$ cat config.mk
export PLATFORM = sky130hd
export DESIGN_NAME = nonmonotone_armijo_check
export DESIGN_NICKNAME = d
export VERILOG_FILES = /design/src/hw/rtl/nac_pkg.sv /design/src/hw/rtl/nac_seq.sv /design/src/hw/rtl/nac_hist.sv /design/src/hw/rtl/nac_dp.sv /design/src/hw/rtl/nonmonotone_armijo_check.sv
export VERILOG_INCLUDE_DIRS = /design/src /design/src/hw/rtl
export SDC_FILE = /design/constraint.sdc
export NUM_CORES = 2
export LEC_CHECK = 0
export ABC_CLOCK_PERIOD_IN_PS = 11000
export BUFFER_PORTS_ARGS = -buffer_cell sky130_fd_sc_hd__buf_4
export CAP_MARGIN = 20
export CORE_MARGIN = 1.5
export CORE_UTILIZATION = 45
export CTS_CLUSTER_DIAMETER = 120
export DETAILED_ROUTE_END_ITERATION = 16
export PLACE_DENSITY = 0.58
export SLEW_MARGIN = 5
export SYNTH_ARGS = -nofsm -noshare
export SYNTH_HDL_FRONTEND = slang
export SYNTH_HIERARCHICAL = 1
export SYNTH_SLANG_ARGS = --single-unit
$ cat constraint.sdc
create_clock -name clock -period 11 [get_ports clock]
set_clock_uncertainty 0.05 [all_clocks]
set_input_delay 1.65 -clock clock [delete_from_list [all_inputs] [get_ports clock]]
set_output_delay 1.65 -clock clock [all_outputs]
set_load 0.01 [all_outputs]
$ cat src/hw/rtl/nonmonotone_armijo_check_defines.svh
// Assertion macros for the Armijo line-search check block.
// Depends on nothing; the including module must have clock and reset signals.
`ifndef NONMONOTONE_ARMIJO_CHECK_DEFINES_SVH
`define NONMONOTONE_ARMIJO_CHECK_DEFINES_SVH

// Same-cycle implication, sampled on clock, off during reset
`define NAC_ASSERT_IMP(label, ante, cons, msg) \
   label: assert property (@(posedge clock) disable iff (reset) (ante) |-> (cons)) \
      else $error(msg);

// Next-cycle implication, sampled on clock, off during reset
`define NAC_ASSERT_NXT(label, ante, cons, msg) \
   label: assert property (@(posedge clock) disable iff (reset) (ante) |=> (cons)) \
      else $error(msg);

`endif

$ cat src/hw/rtl/nac_pkg.sv
// Shared types, codes and microcode ROM of the Armijo line-search check.
// Depends on nothing; used by the sequencer, datapath, history and top level.
package nac_pkg;

   // Item mode codes
   localparam logic [1:0] MODE_SETUP = 2'd0;
   localparam logic [1:0] MODE_SKIP  = 2'd1;
   localparam logic [1:0] MODE_EVAL  = 2'd2;

   // Status codes
   localparam logic [1:0] STATUS_UNEVAL     = 2'd0;
   localparam logic [1:0] STATUS_NODESC     = 2'd1;
   localparam logic [1:0] STATUS_SUFFICIENT = 2'd2;
   localparam logic [1:0] STATUS_TOOLONG    = 2'd3;

   typedef logic [3:0] nac_pc_type;

   // Microcode addresses
   localparam nac_pc_type ADDR_SETUP      = 4'd0;
   localparam nac_pc_type ADDR_CHECK_MODE = 4'd1;
   localparam nac_pc_type ADDR_PUSH       = 4'd2;
   localparam nac_pc_type ADDR_SCAN       = 4'd3;
   localparam nac_pc_type ADDR_CLEAR      = 4'd4;
   localparam nac_pc_type ADDR_NODESC     = 4'd5;
   localparam nac_pc_type ADDR_EVAL       = 4'd6;
   localparam nac_pc_type ADDR_MUL_CS     = 4'd7;
   localparam nac_pc_type ADDR_MUL_MAG    = 4'd8;
   localparam nac_pc_type ADDR_DECIDE     = 4'd9;
   localparam nac_pc_type ADDR_REPORT     = 4'd10;

   typedef enum logic [3:0] {
      OP_NOP,
      OP_LOAD,
      OP_PUSH,
      OP_SCAN,
      OP_CLEAR,
      OP_NODESC,
      OP_MUL_CS,
      OP_MUL_MAG,
      OP_DECIDE
   } nac_op_type;

   typedef enum logic [2:0] {
      COND_NEVER,
      COND_SLOPE_NONNEG,
      COND_MONOTONE,
      COND_NODESC,
      COND_SCAN_MORE
   } nac_cond_type;

   typedef struct packed {
      nac_op_type   op;
      nac_cond_type cond;
      nac_pc_type   target;
      logic         last;
   } nac_uword_type;

   // Control handed from sequencer to datapath and history
   typedef struct packed {
      logic       exec;
      nac_op_type op;
      logic       last;
   } nac_ctrl_type;

   // Branch conditions handed back to the sequencer
   typedef struct packed {
      logic slope_nonneg;
      logic monotone;
      logic nodesc;
      logic scan_more;
   } nac_flags_type;

   // Control store
   function automatic nac_uword_type nac_rom(input nac_pc_type pc);
      nac_uword_type uw;
      unique case (pc)
         ADDR_SETUP:      uw = '{OP_LOAD,    COND_SLOPE_NONNEG, ADDR_NODESC, 1'b0};
         ADDR_CHECK_MODE: uw = '{OP_NOP,     COND_MONOTONE,     ADDR_CLEAR,  1'b0};
         ADDR_PUSH:       uw = '{OP_PUSH,    COND_NEVER,        ADDR_SETUP,  1'b0};
         ADDR_SCAN:       uw = '{OP_SCAN,    COND_SCAN_MORE,    ADDR_SCAN,   1'b0};
         ADDR_CLEAR:      uw = '{OP_CLEAR,   COND_NEVER,        ADDR_SETUP,  1'b1};
         ADDR_NODESC:     uw = '{OP_NODESC,  COND_NEVER,        ADDR_SETUP,  1'b1};
         ADDR_EVAL:       uw = '{OP_NOP,     COND_NODESC,       ADDR_REPORT, 1'b0};
         ADDR_MUL_CS:     uw = '{OP_MUL_CS,  COND_NEVER,        ADDR_SETUP,  1'b0};
         ADDR_MUL_MAG:    uw = '{OP_MUL_MAG, COND_NEVER,        ADDR_SETUP,  1'b0};
         ADDR_DECIDE:     uw = '{OP_DECIDE,  COND_NEVER,        ADDR_SETUP,  1'b1};
         default:         uw = '{OP_NOP,     COND_NEVER,        ADDR_SETUP,  1'b1};
      endcase
      return uw;
   endfunction

   // Entry point of the program for each item mode
   function automatic nac_pc_type nac_dispatch(input logic [1:0] mode);
      nac_pc_type pc;
      unique case (mode)
         MODE_SETUP: pc = ADDR_SETUP;
         MODE_SKIP:  pc = ADDR_CLEAR;
         MODE_EVAL:  pc = ADDR_EVAL;
         default:    pc = ADDR_REPORT;
      endcase
      return pc;
   endfunction

endpackage

$ cat src/hw/rtl/nac_seq.sv
// Microcode sequencer: step counter, control store lookup and branching.
// Depends on nac_pkg.
module nac_seq
   import nac_pkg::*;
(
   input  logic          clock,
   input  logic          reset,
   input  logic          start,
   input  logic [1:0]    mode,
   input  nac_flags_type flags,
   input  logic          out_hold,
   output logic          busy,
   output nac_ctrl_type  ctrl
);

   logic          busy_ff, busy_in;
   nac_pc_type    pc_ff, pc_in;
   nac_uword_type uw;
   logic          cond_true;

   // Decode the current control word
   always_comb begin
      uw = nac_rom(pc_ff);
      unique case (uw.cond)
         COND_SLOPE_NONNEG: cond_true = flags.slope_nonneg;
         COND_MONOTONE:     cond_true = flags.monotone;
         COND_NODESC:       cond_true = flags.nodesc;
         COND_SCAN_MORE:    cond_true = flags.scan_more;
         default:           cond_true = 1'b0;
      endcase
      // hold the final step while the previous result still waits
      ctrl.exec = busy_ff & ~(uw.last & out_hold);
      ctrl.op   = uw.op;
      ctrl.last = uw.last;
   end

   // Advance the step counter
   always_comb begin
      busy_in = busy_ff;
      pc_in   = pc_ff;
      if (start) begin
         busy_in = 1'b1;
         pc_in   = nac_dispatch(mode);
      end else if (ctrl.exec) begin
         if (uw.last) begin
            busy_in = 1'b0;
         end else if (cond_true) begin
            pc_in = uw.target;
         end else begin
            pc_in = pc_ff + 1'b1;
         end
      end
   end

   always_ff @(posedge clock) begin
      if (reset) begin
         busy_ff <= 1'b0;
         pc_ff   <= ADDR_SETUP;
      end else begin
         busy_ff <= busy_in;
         pc_ff   <= pc_in;
      end
   end

   assign busy = busy_ff;

endmodule

$ cat src/hw/rtl/nac_hist.sv
// History window of past reference merits: circular buffer, count and max scan.
// Depends on nac_pkg.
module nac_hist
   import nac_pkg::*;
#(
   parameter int HIST_DEPTH = 8
) (
   input  logic               clock,
   input  logic               reset,
   input  nac_ctrl_type       ctrl,
   input  logic signed [31:0] merit,
   input  logic [3:0]         history_limit,
   output logic               scan_more,
   output logic               rd_valid,
   output logic signed [31:0] rd_data
);

   localparam int AW = (HIST_DEPTH > 1) ? $clog2(HIST_DEPTH) : 1;
   localparam int CW = $clog2(HIST_DEPTH + 1);
   localparam int LW = (CW > 4) ? CW : 4;

   logic signed [31:0] mem [HIST_DEPTH];

   logic [AW-1:0]      head_ff, head_in, head_new;
   logic [CW-1:0]      count_ff, count_in, count_new, lim;
   logic [AW-1:0]      scan_addr_ff, scan_addr_in, base;
   logic [CW-1:0]      scan_idx_ff, scan_idx_in;
   logic               pend_ff, pend_in;
   logic signed [31:0] newest_ff;
   logic signed [31:0] rd_data_ff;
   logic [LW-1:0]      lim_wide;
   logic [CW:0]        count_sum;
   logic               push_en, issue;

   function automatic logic [AW-1:0] wrap_inc(input logic [AW-1:0] a);
      return (a == AW'(HIST_DEPTH - 1)) ? '0 : a + 1'b1;
   endfunction

   // Clamp the configured limit to 1..HIST_DEPTH
   always_comb begin
      lim_wide = LW'(history_limit);
      if (lim_wide == '0) begin
         lim_wide = LW'(1);
      end
      if (lim_wide > LW'(HIST_DEPTH)) begin
         lim_wide = LW'(HIST_DEPTH);
      end
      lim = lim_wide[CW-1:0];
   end

   // Push decision, new head and bounded count
   always_comb begin
      push_en   = ctrl.exec && (ctrl.op == OP_PUSH) &&
                  ((count_ff == '0) || (merit != newest_ff));
      head_new  = (head_ff == '0) ? AW'(HIST_DEPTH - 1) : head_ff - 1'b1;
      count_sum = {1'b0, count_ff} + 1'b1;
      count_new = (count_sum > {1'b0, lim}) ? lim : count_sum[CW-1:0];
      base      = push_en ? head_new : head_ff;
      scan_more = scan_idx_ff < count_ff;
      issue     = ctrl.exec && (ctrl.op == OP_SCAN) && scan_more;
   end

   // Scan pointers: entry 0 is the merit itself, so start at entry 1
   always_comb begin
      head_in      = head_ff;
      count_in     = count_ff;
      scan_addr_in = scan_addr_ff;
      scan_idx_in  = scan_idx_ff;
      pend_in      = pend_ff;
      if (ctrl.exec && (ctrl.op == OP_PUSH)) begin
         if (push_en) begin
            head_in  = head_new;
            count_in = count_new;
         end
         scan_addr_in = wrap_inc(base);
         scan_idx_in  = CW'(1);
         pend_in      = 1'b0;
      end else if (ctrl.exec && (ctrl.op == OP_SCAN)) begin
         pend_in = issue;
         if (issue) begin
            scan_addr_in = wrap_inc(scan_addr_ff);
            scan_idx_in  = scan_idx_ff + 1'b1;
         end
      end
   end

   always_ff @(posedge clock) begin
      if (reset) begin
         head_ff      <= '0;
         count_ff     <= '0;
         scan_addr_ff <= '0;
         scan_idx_ff  <= '0;
         pend_ff      <= 1'b0;
      end else begin
         head_ff      <= head_in;
         count_ff     <= count_in;
         scan_addr_ff <= scan_addr_in;
         scan_idx_ff  <= scan_idx_in;
         pend_ff      <= pend_in;
      end
   end

   // Window storage, one write and one registered read port
   always_ff @(posedge clock) begin
      if (push_en) begin
         mem[head_new] <= merit;
         newest_ff     <= merit;
      end
      if (issue) begin
         rd_data_ff <= mem[scan_addr_ff];
      end
   end

   assign rd_valid = pend_ff;
   assign rd_data  = rd_data_ff;

endmodule

$ cat src/hw/rtl/nac_dp.sv
// Datapath: item registers, reference and slope, shared multiplier, Armijo compare.
// Depends on nac_pkg.
module nac_dp
   import nac_pkg::*;
(
   input  logic               clock,
   input  logic               reset,
   input  logic               start,
   input  logic signed [31:0] merit_value,
   input  logic signed [31:0] descent_slope,
   input  logic [15:0]        step_length,
   input  nac_ctrl_type       ctrl,
   input  logic [15:0]        decrease_factor,
   input  logic               rd_valid,
   input  logic signed [31:0] rd_data,
   output logic signed [31:0] merit_item,
   output logic               slope_nonneg,
   output logic               nodesc,
   output logic [1:0]         status_next
);

   logic signed [31:0] merit_ff, slope_item_ff;
   logic [15:0]        step_ff;
   logic signed [31:0] ref_ff, ref_in;
   logic signed [31:0] slope_ff, slope_in;
   logic [1:0]         status_ff;
   logic [63:0]        prod_ff;
   logic signed [32:0] diff_ff;
   logic [31:0]        slope_mag, mult_a, mult_b;
   logic [63:0]        mult;
   logic [32:0]        quot;
   logic signed [33:0] thr, diff_wide;
   logic               load_prod, load_diff;

   // Shared multiplier: c1*step first, then that product times |slope|
   always_comb begin
      slope_mag = slope_ff[31] ? 32'(-slope_ff) : 32'(slope_ff);
      if (ctrl.op == OP_MUL_MAG) begin
         mult_a = prod_ff[31:0];
         mult_b = slope_mag;
      end else begin
         mult_a = {16'd0, decrease_factor};
         mult_b = {16'd0, step_ff};
      end
      mult = mult_a * mult_b;
   end

   // Threshold with 31 fraction bits dropped, rounded up (ceiling) for either slope sign
   always_comb begin
      quot = prod_ff[63:31];
      if (slope_ff[31]) begin
         thr = 34'sd0 - $signed({1'b0, quot});
      end else begin
         thr = $signed({1'b0, quot}) + $signed(34'(|prod_ff[30:0]));
      end
      diff_wide = {diff_ff[32], diff_ff};
   end

   // Reference, slope and status updates per micro-op
   always_comb begin
      ref_in      = ref_ff;
      slope_in    = slope_ff;
      status_next = status_ff;
      load_prod   = 1'b0;
      load_diff   = 1'b0;
      if (ctrl.exec) begin
         unique case (ctrl.op)
            OP_LOAD: begin
               ref_in   = merit_ff;
               slope_in = slope_item_ff;
            end
            OP_SCAN: begin
               if (rd_valid && (rd_data > ref_ff)) begin
                  ref_in = rd_data;
               end
            end
            OP_CLEAR:   status_next = STATUS_UNEVAL;
            OP_NODESC:  status_next = STATUS_NODESC;
            OP_MUL_CS: begin
               load_prod = 1'b1;
               load_diff = 1'b1;
            end
            OP_MUL_MAG: load_prod = 1'b1;
            OP_DECIDE:  status_next = (diff_wide < thr) ? STATUS_SUFFICIENT : STATUS_TOOLONG;
            default: begin
            end
         endcase
      end
   end

   always_ff @(posedge clock) begin
      if (reset) begin
         ref_ff    <= '0;
         slope_ff  <= '0;
         status_ff <= STATUS_UNEVAL;
      end else begin
         ref_ff    <= ref_in;
         slope_ff  <= slope_in;
         status_ff <= status_next;
      end
   end

   // Capture the transaction and intermediate products
   always_ff @(posedge clock) begin
      if (start) begin
         merit_ff      <= merit_value;
         slope_item_ff <= descent_slope;
         step_ff       <= step_length;
      end
      if (load_prod) begin
         prod_ff <= mult;
      end
      if (load_diff) begin
         diff_ff <= {merit_ff[31], merit_ff} - {ref_ff[31], ref_ff};
      end
   end

   assign merit_item   = merit_ff;
   assign slope_nonneg = ~slope_item_ff[31];
   assign nodesc       = (status_ff == STATUS_NODESC);

endmodule

$ cat src/hw/rtl/nonmonotone_armijo_check.sv
// Non-monotone Armijo sufficient-decrease check, top level.
// Depends on nac_pkg, nac_seq, nac_hist, nac_dp and the assertion macro header.
//
// Usage:
//   req_* carries one transaction: mode (setup, skip, evaluate), merit, slope
//   and step, taken when req_valid is high and req_stall is low. rsp_* returns
//   one status per transaction, taken when rsp_valid is high and rsp_stall is
//   low. csr_* writes decrease_factor (0), monotone_mode (1) and history_limit
//   (2); csr_ready is high whenever reset is low.
// Sequence (microcode steps per transaction):
//   skip or unused mode: the final step only; setup: load reference and slope,
//   then no descent for a non-negative slope, clear in monotone mode, else push
//   and scan the window through the single history read port, then clear;
//   evaluate: the shared 32x32 multiplier twice, then the compare, or report
//   under no descent. The result is valid the cycle after the last step and
//   the next transaction can be taken in that cycle.
// Reset: synchronous; history empty, reference and slope zero, status
//   unevaluated, registers at defaults; req_stall is held high during reset.
// Stall: the finished result waits in the output register; a following
//   transaction runs up to its last step and holds there for the slot.
`include "nonmonotone_armijo_check_defines.svh"

module nonmonotone_armijo_check
   import nac_pkg::*;
#(
   parameter int HIST_DEPTH = 8
) (
   input  logic               clock,
   input  logic               reset,
   input  logic               req_valid,
   output logic               req_stall,
   input  logic [1:0]         req_mode,
   input  logic signed [31:0] req_merit_value,
   input  logic signed [31:0] req_descent_slope,
   input  logic [15:0]        req_step_length,
   output logic               rsp_valid,
   input  logic               rsp_stall,
   output logic [1:0]         rsp_test_status,
   input  logic               csr_valid,
   output logic               csr_ready,
   input  logic [1:0]         csr_index,
   input  logic [15:0]        csr_wdata
);

   localparam logic [1:0] CSR_DECREASE_FACTOR = 2'd0;
   localparam logic [1:0] CSR_MONOTONE_MODE   = 2'd1;
   localparam logic [1:0] CSR_HISTORY_LIMIT   = 2'd2;

   logic [15:0]        decrease_factor_ff;
   logic               monotone_mode_ff;
   logic [3:0]         history_limit_ff;
   logic               rsp_valid_ff;
   logic [1:0]         rsp_status_ff;
   logic               busy, start;
   nac_ctrl_type       ctrl;
   nac_flags_type      flags;
   logic signed [31:0] merit_item, rd_data;
   logic               rd_valid, scan_more, slope_nonneg, nodesc;
   logic [1:0]         status_next;

   assign req_stall = busy | reset;
   assign start     = req_valid & ~req_stall;
   assign csr_ready = ~reset;

   // Register file
   always_ff @(posedge clock) begin
      if (reset) begin
         decrease_factor_ff <= 16'd7;
         monotone_mode_ff   <= 1'b1;
         history_limit_ff   <= 4'd8;
      end else if (csr_valid && csr_ready) begin
         unique case (csr_index)
            CSR_DECREASE_FACTOR: decrease_factor_ff <= csr_wdata;
            CSR_MONOTONE_MODE:   monotone_mode_ff   <= csr_wdata[0];
            CSR_HISTORY_LIMIT:   history_limit_ff   <= csr_wdata[3:0];
            default: begin
            end
         endcase
      end
   end

   always_comb begin
      flags.slope_nonneg = slope_nonneg;
      flags.monotone     = monotone_mode_ff;
      flags.nodesc       = nodesc;
      flags.scan_more    = scan_more;
   end

   nac_seq u_seq (
      .clock    (clock),
      .reset    (reset),
      .start    (start),
      .mode     (req_mode),
      .flags    (flags),
      .out_hold (rsp_valid_ff & rsp_stall),
      .busy     (busy),
      .ctrl     (ctrl)
   );

   nac_hist #(
      .HIST_DEPTH (HIST_DEPTH)
   ) u_hist (
      .clock         (clock),
      .reset         (reset),
      .ctrl          (ctrl),
      .merit         (merit_item),
      .history_limit (history_limit_ff),
      .scan_more     (scan_more),
      .rd_valid      (rd_valid),
      .rd_data       (rd_data)
   );

   nac_dp u_dp (
      .clock           (clock),
      .reset           (reset),
      .start           (start),
      .merit_value     (req_merit_value),
      .descent_slope   (req_descent_slope),
      .step_length     (req_step_length),
      .ctrl            (ctrl),
      .decrease_factor (decrease_factor_ff),
      .rd_valid        (rd_valid),
      .rd_data         (rd_data),
      .merit_item      (merit_item),
      .slope_nonneg    (slope_nonneg),
      .nodesc          (nodesc),
      .status_next     (status_next)
   );

   // Output register: load on the last step, drop when taken
   always_ff @(posedge clock) begin
      if (reset) begin
         rsp_valid_ff <= 1'b0;
      end else if (ctrl.exec && ctrl.last) begin
         rsp_valid_ff <= 1'b1;
      end else if (!rsp_stall) begin
         rsp_valid_ff <= 1'b0;
      end
   end

   always_ff @(posedge clock) begin
      if (ctrl.exec && ctrl.last) begin
         rsp_status_ff <= status_next;
      end
   end

   assign rsp_valid       = rsp_valid_ff;
   assign rsp_test_status = rsp_status_ff;

   // Checks
   `NAC_ASSERT_NXT(a_accept_sets_busy, req_valid && !req_stall, req_stall,
                   "accepted transaction did not start the sequencer")
   `NAC_ASSERT_IMP(a_rsp_follows_work, $rose(rsp_valid), $past(req_stall),
                   "result appeared without a transaction in progress")
   `NAC_ASSERT_IMP(a_no_overwrite, ctrl.exec && ctrl.last, !(rsp_valid && rsp_stall),
                   "last step ran while a stalled result was pending")

endmodule
# Yosys cells after proc, flatten, opt, wreduce, memory -nomap -nowiden
# Memory sizes are Yosys's and may differ from the RTL's. A register that Yosys moved wholly into a read port is not among the register bits.
# Cells that the tools add are included.
# word_totals
word_cells	144
input_bits	105
ram_bits	256
latch_bits	0
regBits	319
mem_bits_ro	192
memories	2
output_inout_bits	5
# mem_list
name	depth	width	read_ports	rd_clocked_by_memory_dff	write_ports	line	rtl
u_hist.mem	8	32	1	1	1	nac_hist.sv:22	logic signed [31:0] mem [HIST_DEPTH];
(name not given)	16	12	1	1	0	nac_pkg.sv:76	unique case (pc)
# classes
reduce_logical	31
eq_ne	23
addsub	10
muxes	41
n_div	0
mul	1
shift	0
n_lt_le_gt_ge	5
n_bitwise	9
# ops
op	count
2-to-1 mux 32 bit	4
multiplier 32 x 32 -> 64 bit	1
one-hot mux 32 bit (2 select lines)	1
2-to-1 mux 4 bit	9
adder 33 x 1 -> 34 bit	1
< comparator 33 x 34 -> 1 bit	1
2-to-1 mux 34 bit	1
subtractor 1 x 33 -> 34 bit (first input constant)	1
subtractor 32 x 32 -> 33 bit	1
> comparator 32 bit	1
!= test 32 bit	1
negation 32 bit	1
OR reduction 31 bit	1
2-to-1 mux 3 bit	7
AND reduction 2 bit	9
== test 4 x 3 -> 1 bit (second input constant)	4
2-to-1 mux 1 bit	15
one-hot mux 4 bit (3 select lines)	1
nonzero test 2 bit	5
== test 3 bit (second input constant)	3
adder 4 x 1 -> 4 bit (second input constant)	2
== test 4 x 2 -> 1 bit (second input constant)	2
zero test 4 bit	2
logical AND 1 bit	7
25 further kinds	39

# Depth between registers and ports, before layout
# depth
depth_word	10
depth_mapped	38
ltp_nobuf	35

# Cells and area by module
# Netlist, hierarchy kept.
# by_module_without_submodules
mod	cells_per_inst	n_inst	seq_area_each_um2	area_each_um2
nac_dp	5019	1	6636.4	45781.4
nac_hist	624	1	9909.5	13113.8
nonmonotone_armijo_check	103	1	500.5	1064.8
nac_seq	126	1	340.3	1051.0

# Least setup slack after synthesis
# OpenSTA, ideal clock, no wires.
# synth_path
path_kind	register -> register
start	register u_dp.slope_ff[2]
end	register u_dp.prod_ff[57], data pin
period_less_slack_ns	9.408
stages_incl_launch_ff	34
setup_time_ns	0.259
arrival_time_ns	9.099
path_buffers	3
setup_slack_ns	1.592
required_time_ns	10.691
cell_sequence	dfxtp_1 -> nor4_2 -> nand3b_1 -> or2b_1 -> or4_1 -> o41a_1 -> a21oi_1 -> nand2_1 -> xor2_1 -> and2_1 -> buf_2 -> buf_2 -> nand2_1 -> fa_1 -> inv_1 -> fa_1 -> fa_1 -> fa_1 -> fa_1 -> fa_1 -> fa_1 -> fa_1 -> ha_1 -> clkbuf_1 -> and3_1 -> nand2_1 -> nor2_1 -> nand2_1 -> o21ai_0 -> o21ai_0 -> o31ai_1 -> a21boi_0 -> o21ai_0 -> xnor2_1
# synth_between
elab_chain_cells	4
# synth_rtl
item	line	rtl
from (decl)	nac_dp.sv:25	logic signed [31:0] slope_ff, slope_in;
from (signal assigned)	nac_dp.sv:98	slope_ff <= slope_in;
negation 32 bit	nac_dp.sv:37	slope_mag = slope_ff[31] ? 32'(-slope_ff) : 32'(slope_ff);
2-to-1 mux 32 bit (*)	nac_dp.sv:37	
2-to-1 mux 32 bit (*)	nac_dp.sv:38	if (ctrl.op == OP_MUL_MAG) begin
multiplier 32 x 32 -> 64 bit (*)	nac_dp.sv:45	mult = mult_a * mult_b;
net u_dp.mult[57]	nac_dp.sv:30	logic [63:0] mult;
to (signal assigned)	nac_dp.sv:111	prod_ff <= mult;
to (decl)	nac_dp.sv:27	logic [63:0] prod_ff;
# The timed path passes the listed nets; every way through them passes the cells marked *.
# A chain may end at the register's enable or synchronous reset.

# Final worst setup path
# layout_path
start	register u_dp.slope_ff[2]
end	register u_dp.prod_ff[63], data pin
# Same word-level chain as after synthesis.

==> run summary <==
run status - completed
post-synth top area cell - fa_1
syn nets - 7259
drt wl/cell - 24.4 um
placed insts - 7636
clock buffer count from CTS - 70
Layout Utilization - 49.8%
sequential cell area fraction in the yosys report - 28.5%
first-pass GRT wire length - 287000 um
storage element area - 17400 um^2
final setup vio count - 0
fin. max-slew vios - 0
post-route ant nets - 0
RSZ-0062 raised after global routing - no
met1 Track Usage GR - 38.4%
grt ovf - 0
FMAX - 95.1 MHz
final hold violations - 0
largest net degree at the start of global routing - 64
total wire length - 189000 um
CTS H-tree depth - 3
share of cells above drive strength 1 - 9.62%
met3 Use GR - 4.88%
Hold Path Class - flop to flop
PwrDens - 114 nW/um^2
nature of the critical path endpoint - flop
Ports - 110
Worst Setup Path Type - flop to flop
worst slew pin tran - 1.15 ns
All-Layer GR Usage - 28.3%
post-synth cell types - 104
CP dominant cell by count - fa_1
asr flop ratio synth - 0%
vias per inst - 5.59
syn_area_per_cell - 10.4 um^2
CTS Sinks - 619
number of synthesized flops with an enable pin - 499
Syn Inst Count - 5872
largest family of logic cells by synthesized area - adder cells
initial core utilization - 45.5%
element type at the critical path start - flop
number of max-cap violations - 0
Critical-path top delay cell - nor2_1
die height - 371 um
port bufs - 109
Crit path buffers/inverters - 7
TNS Setup - 0 ns
Synth Area in Simple Gates - 13.3%
delay-heaviest family, CP - adder cells
fin crit period - 10.51 ns
Ys Warns - 6
root buf cell - clkbuf_16
GR Util met2 - 44.6%
vias in the first global route - 45.4k
most area-consuming cells after synthesis - fa_1 29%, edfxtp_1 25%, ha_1 7.9%
Syn-to-layout area delta - 9.36%
clk slew on worst S/H paths - 0.06 ns
Die ar. - 138000 um^2
clock latency at the later pin of the worst-skew pair - 0.66 ns
gpl congestion - 0.992
CTS tree - done
initial antenna violation count - 4
Max IR drop VDD - 118 uV
GR peak layer - met2
peak fanout along the critical path - 12
Nets - 7328
synthesized cell area - 61000 um^2
Worst path max stage delay - 0.63 ns
fillers - 12.3k
area of the multi-input gates - 38900 um^2
Starting DRT DRC Count - 3656
router iterations before antenna repair - 7
post-synth top area share - 29.4%
Slew HR - 23.4%
vias after detailed routing - 43.4k
CTS Buffer Depth - 3
Post-route DRC - 0
Die X - 371 um
mux cell area share after synthesis - 4.27%
Pleak - 29.1 nW
synthesis-stage register bit count - 619
CP required - 11.42 ns
Post-DP HPWL - 145000 um
adder-cell share of the synthesized area - 37.3%
Final Non-Filler Cells - 7769
hold slack final - 0.432 ns
final period utilization - 95.6%
core area - 134000 um^2
Compound-Gate Fraction of Synth Area - 5.84%
Main synth FF type - edfxtp_1
row count - 134
Post-Synth XOR/XNOR Area - 2.67%
WP data arrival - 10.94 ns
cell families after synthesis:
kind of cell	count (synthesis)
muxes	176
AOI/OAI and AO/OA	541
adders and majority gates	1282
and+or+nand+nor	1780
xor gates and xnor gates	184
DFF	619
buffers and inverters	1290
synthesized netlist by cell type (13+ instances only):
cell and count:
o21ai_0 78, clkbuf_1 213, nor2_1 471, inv_1 1020
a31oi_1 15, and2_1 130, or2_2 17, nand2_1 748
nand3_1 74, a21oi_1 181, mux4_2 64, a21o_1 71
ha_1 385, mux2i_1 79, buf_2 22, o21a_1 18
xor2_1 89, or3_1 13, a211oi_1 51, nor3_1 53
buf_1 17, nor4_1 25, xnor2_1 93, nor2b_1 27
mux2_2 32, fa_1 897, edfxtp_1 499, nand2b_1 66
dfxtp_1 120, and3_1 59, nand4_1 32
area by class of cell:
class,instances,share of cell area (%)
Antenna cell,2,0.00750
Clock buffer,98,2.98
Clock inverter,32,0.499
Inverter,1022,5.75
Multi-Input combinational cell,3963,58.3
Sequential cell,619,26.1
Tap cell,1768,3.32
Timing Repair Buffer,265,3.08
power breakdown:
group | leakage (nW) | switching [mW] | internal [mW]
registers | 5.54 | 0.0889 | 2.66
clock network | 1.13 | 1.03 | 1.33
logic | 22.4 | 1.51 | 0.961
registers in the layout, indices dropped and copies added (netlist names), 3 cells and up:
name                 count
u_hist/mem             256
u_dp/prod_ff            64
u_dp/diff_ff            33
u_dp/merit_item         32
u_dp/ref_ff             32
u_dp/slope_ff           32
u_dp/slope_item_ff      32
u_hist/newest_ff        32
u_hist/rd_data          32
decrease_factor_ff      16
u_dp/step_ff            16
u_seq/uw                12
history_limit_ff         4
u_hist/count_ff          4
u_hist/scan_idx_ff       4
u_seq/pc_ff              4
u_hist/head_ff           3
u_hist/scan_addr_ff      3
path summary, 6_finish.rpt:
path                                          from                          endpoint  slack, ns  depth (start not counted)
setup / recovery     u_dp/slope_ff[2]$_SDFFE_PP0P_        u_dp/prod_ff[63]$_DFFE_PP_       0.49                         33
hold / removal    history_limit_ff[0]$_SDFFE_PP0P_  history_limit_ff[0]$_SDFFE_PP0P_       0.43                          2
setup reg to reg     u_dp/slope_ff[2]$_SDFFE_PP0P_        u_dp/prod_ff[63]$_DFFE_PP_       0.49                         33
hold reg to reg   history_limit_ff[0]$_SDFFE_PP0P_  history_limit_ff[0]$_SDFFE_PP0P_       0.43                          2
cell usage in the layout, fill, tap and decap left out, types with 50 or more instances in the layout:
cell and count:
clkbuf_16 72, mux4_2 64, a21oi_1 178, nand3_1 73
a211oi_1 51, mux2i_1 68, and2_1 128, and3_1 57
a21o_1 71, fa_1 897, buf_4 259, dfxtp_1 116
nor3_1 50, o21ai_0 76, nand2_1 748, xor2_1 89
nor2_1 464, inv_1 1020, edfxtp_1 499, xnor2_1 90
ha_1 385, nand2b_1 66
metrics by stage:
step	worst slack, ns	power [mW]	cell area [um^2]
2_1_floorplan	1.59	4.37	61000
3_3_place_gp	0.153	5.21	64300
3_5_place_dp	0.0613	5.23	64300
4_1_cts	0.0177	7.63	66700
5_1_grt	0.0908	7.97	66700
6_report	0.485	7.59	66700
worst reg2reg max path: cells and delay by family, from the launching register on:
kind / cells / cell delay, ns
DFF: 1 / 0.38
AOI/OAI and AO/OA: 11 / 3.13
buffers and inverters: 7 / 0.71
and+or+nand+nor: 5 / 1.63
xor gates and xnor gates: 1 / 0.17
adders and majority gates: 9 / 4.26
per-layer routing:
metal / share of wire, % / vias to the layer above
li1: - / 19000
met1: 42 / 22400
met2: 45 / 1698
met3: 7.5 / 353
met4: 5.0 / 4
met5: 0.014 / -
timing repair:
item | in CTS | in global routing
resized for setup | 0 | 11
setup endpoints to repair | 0 | 11
setup buffers | 0 | 0
hold buffers | 0 | 0
(Power assumes the default switching activity.)
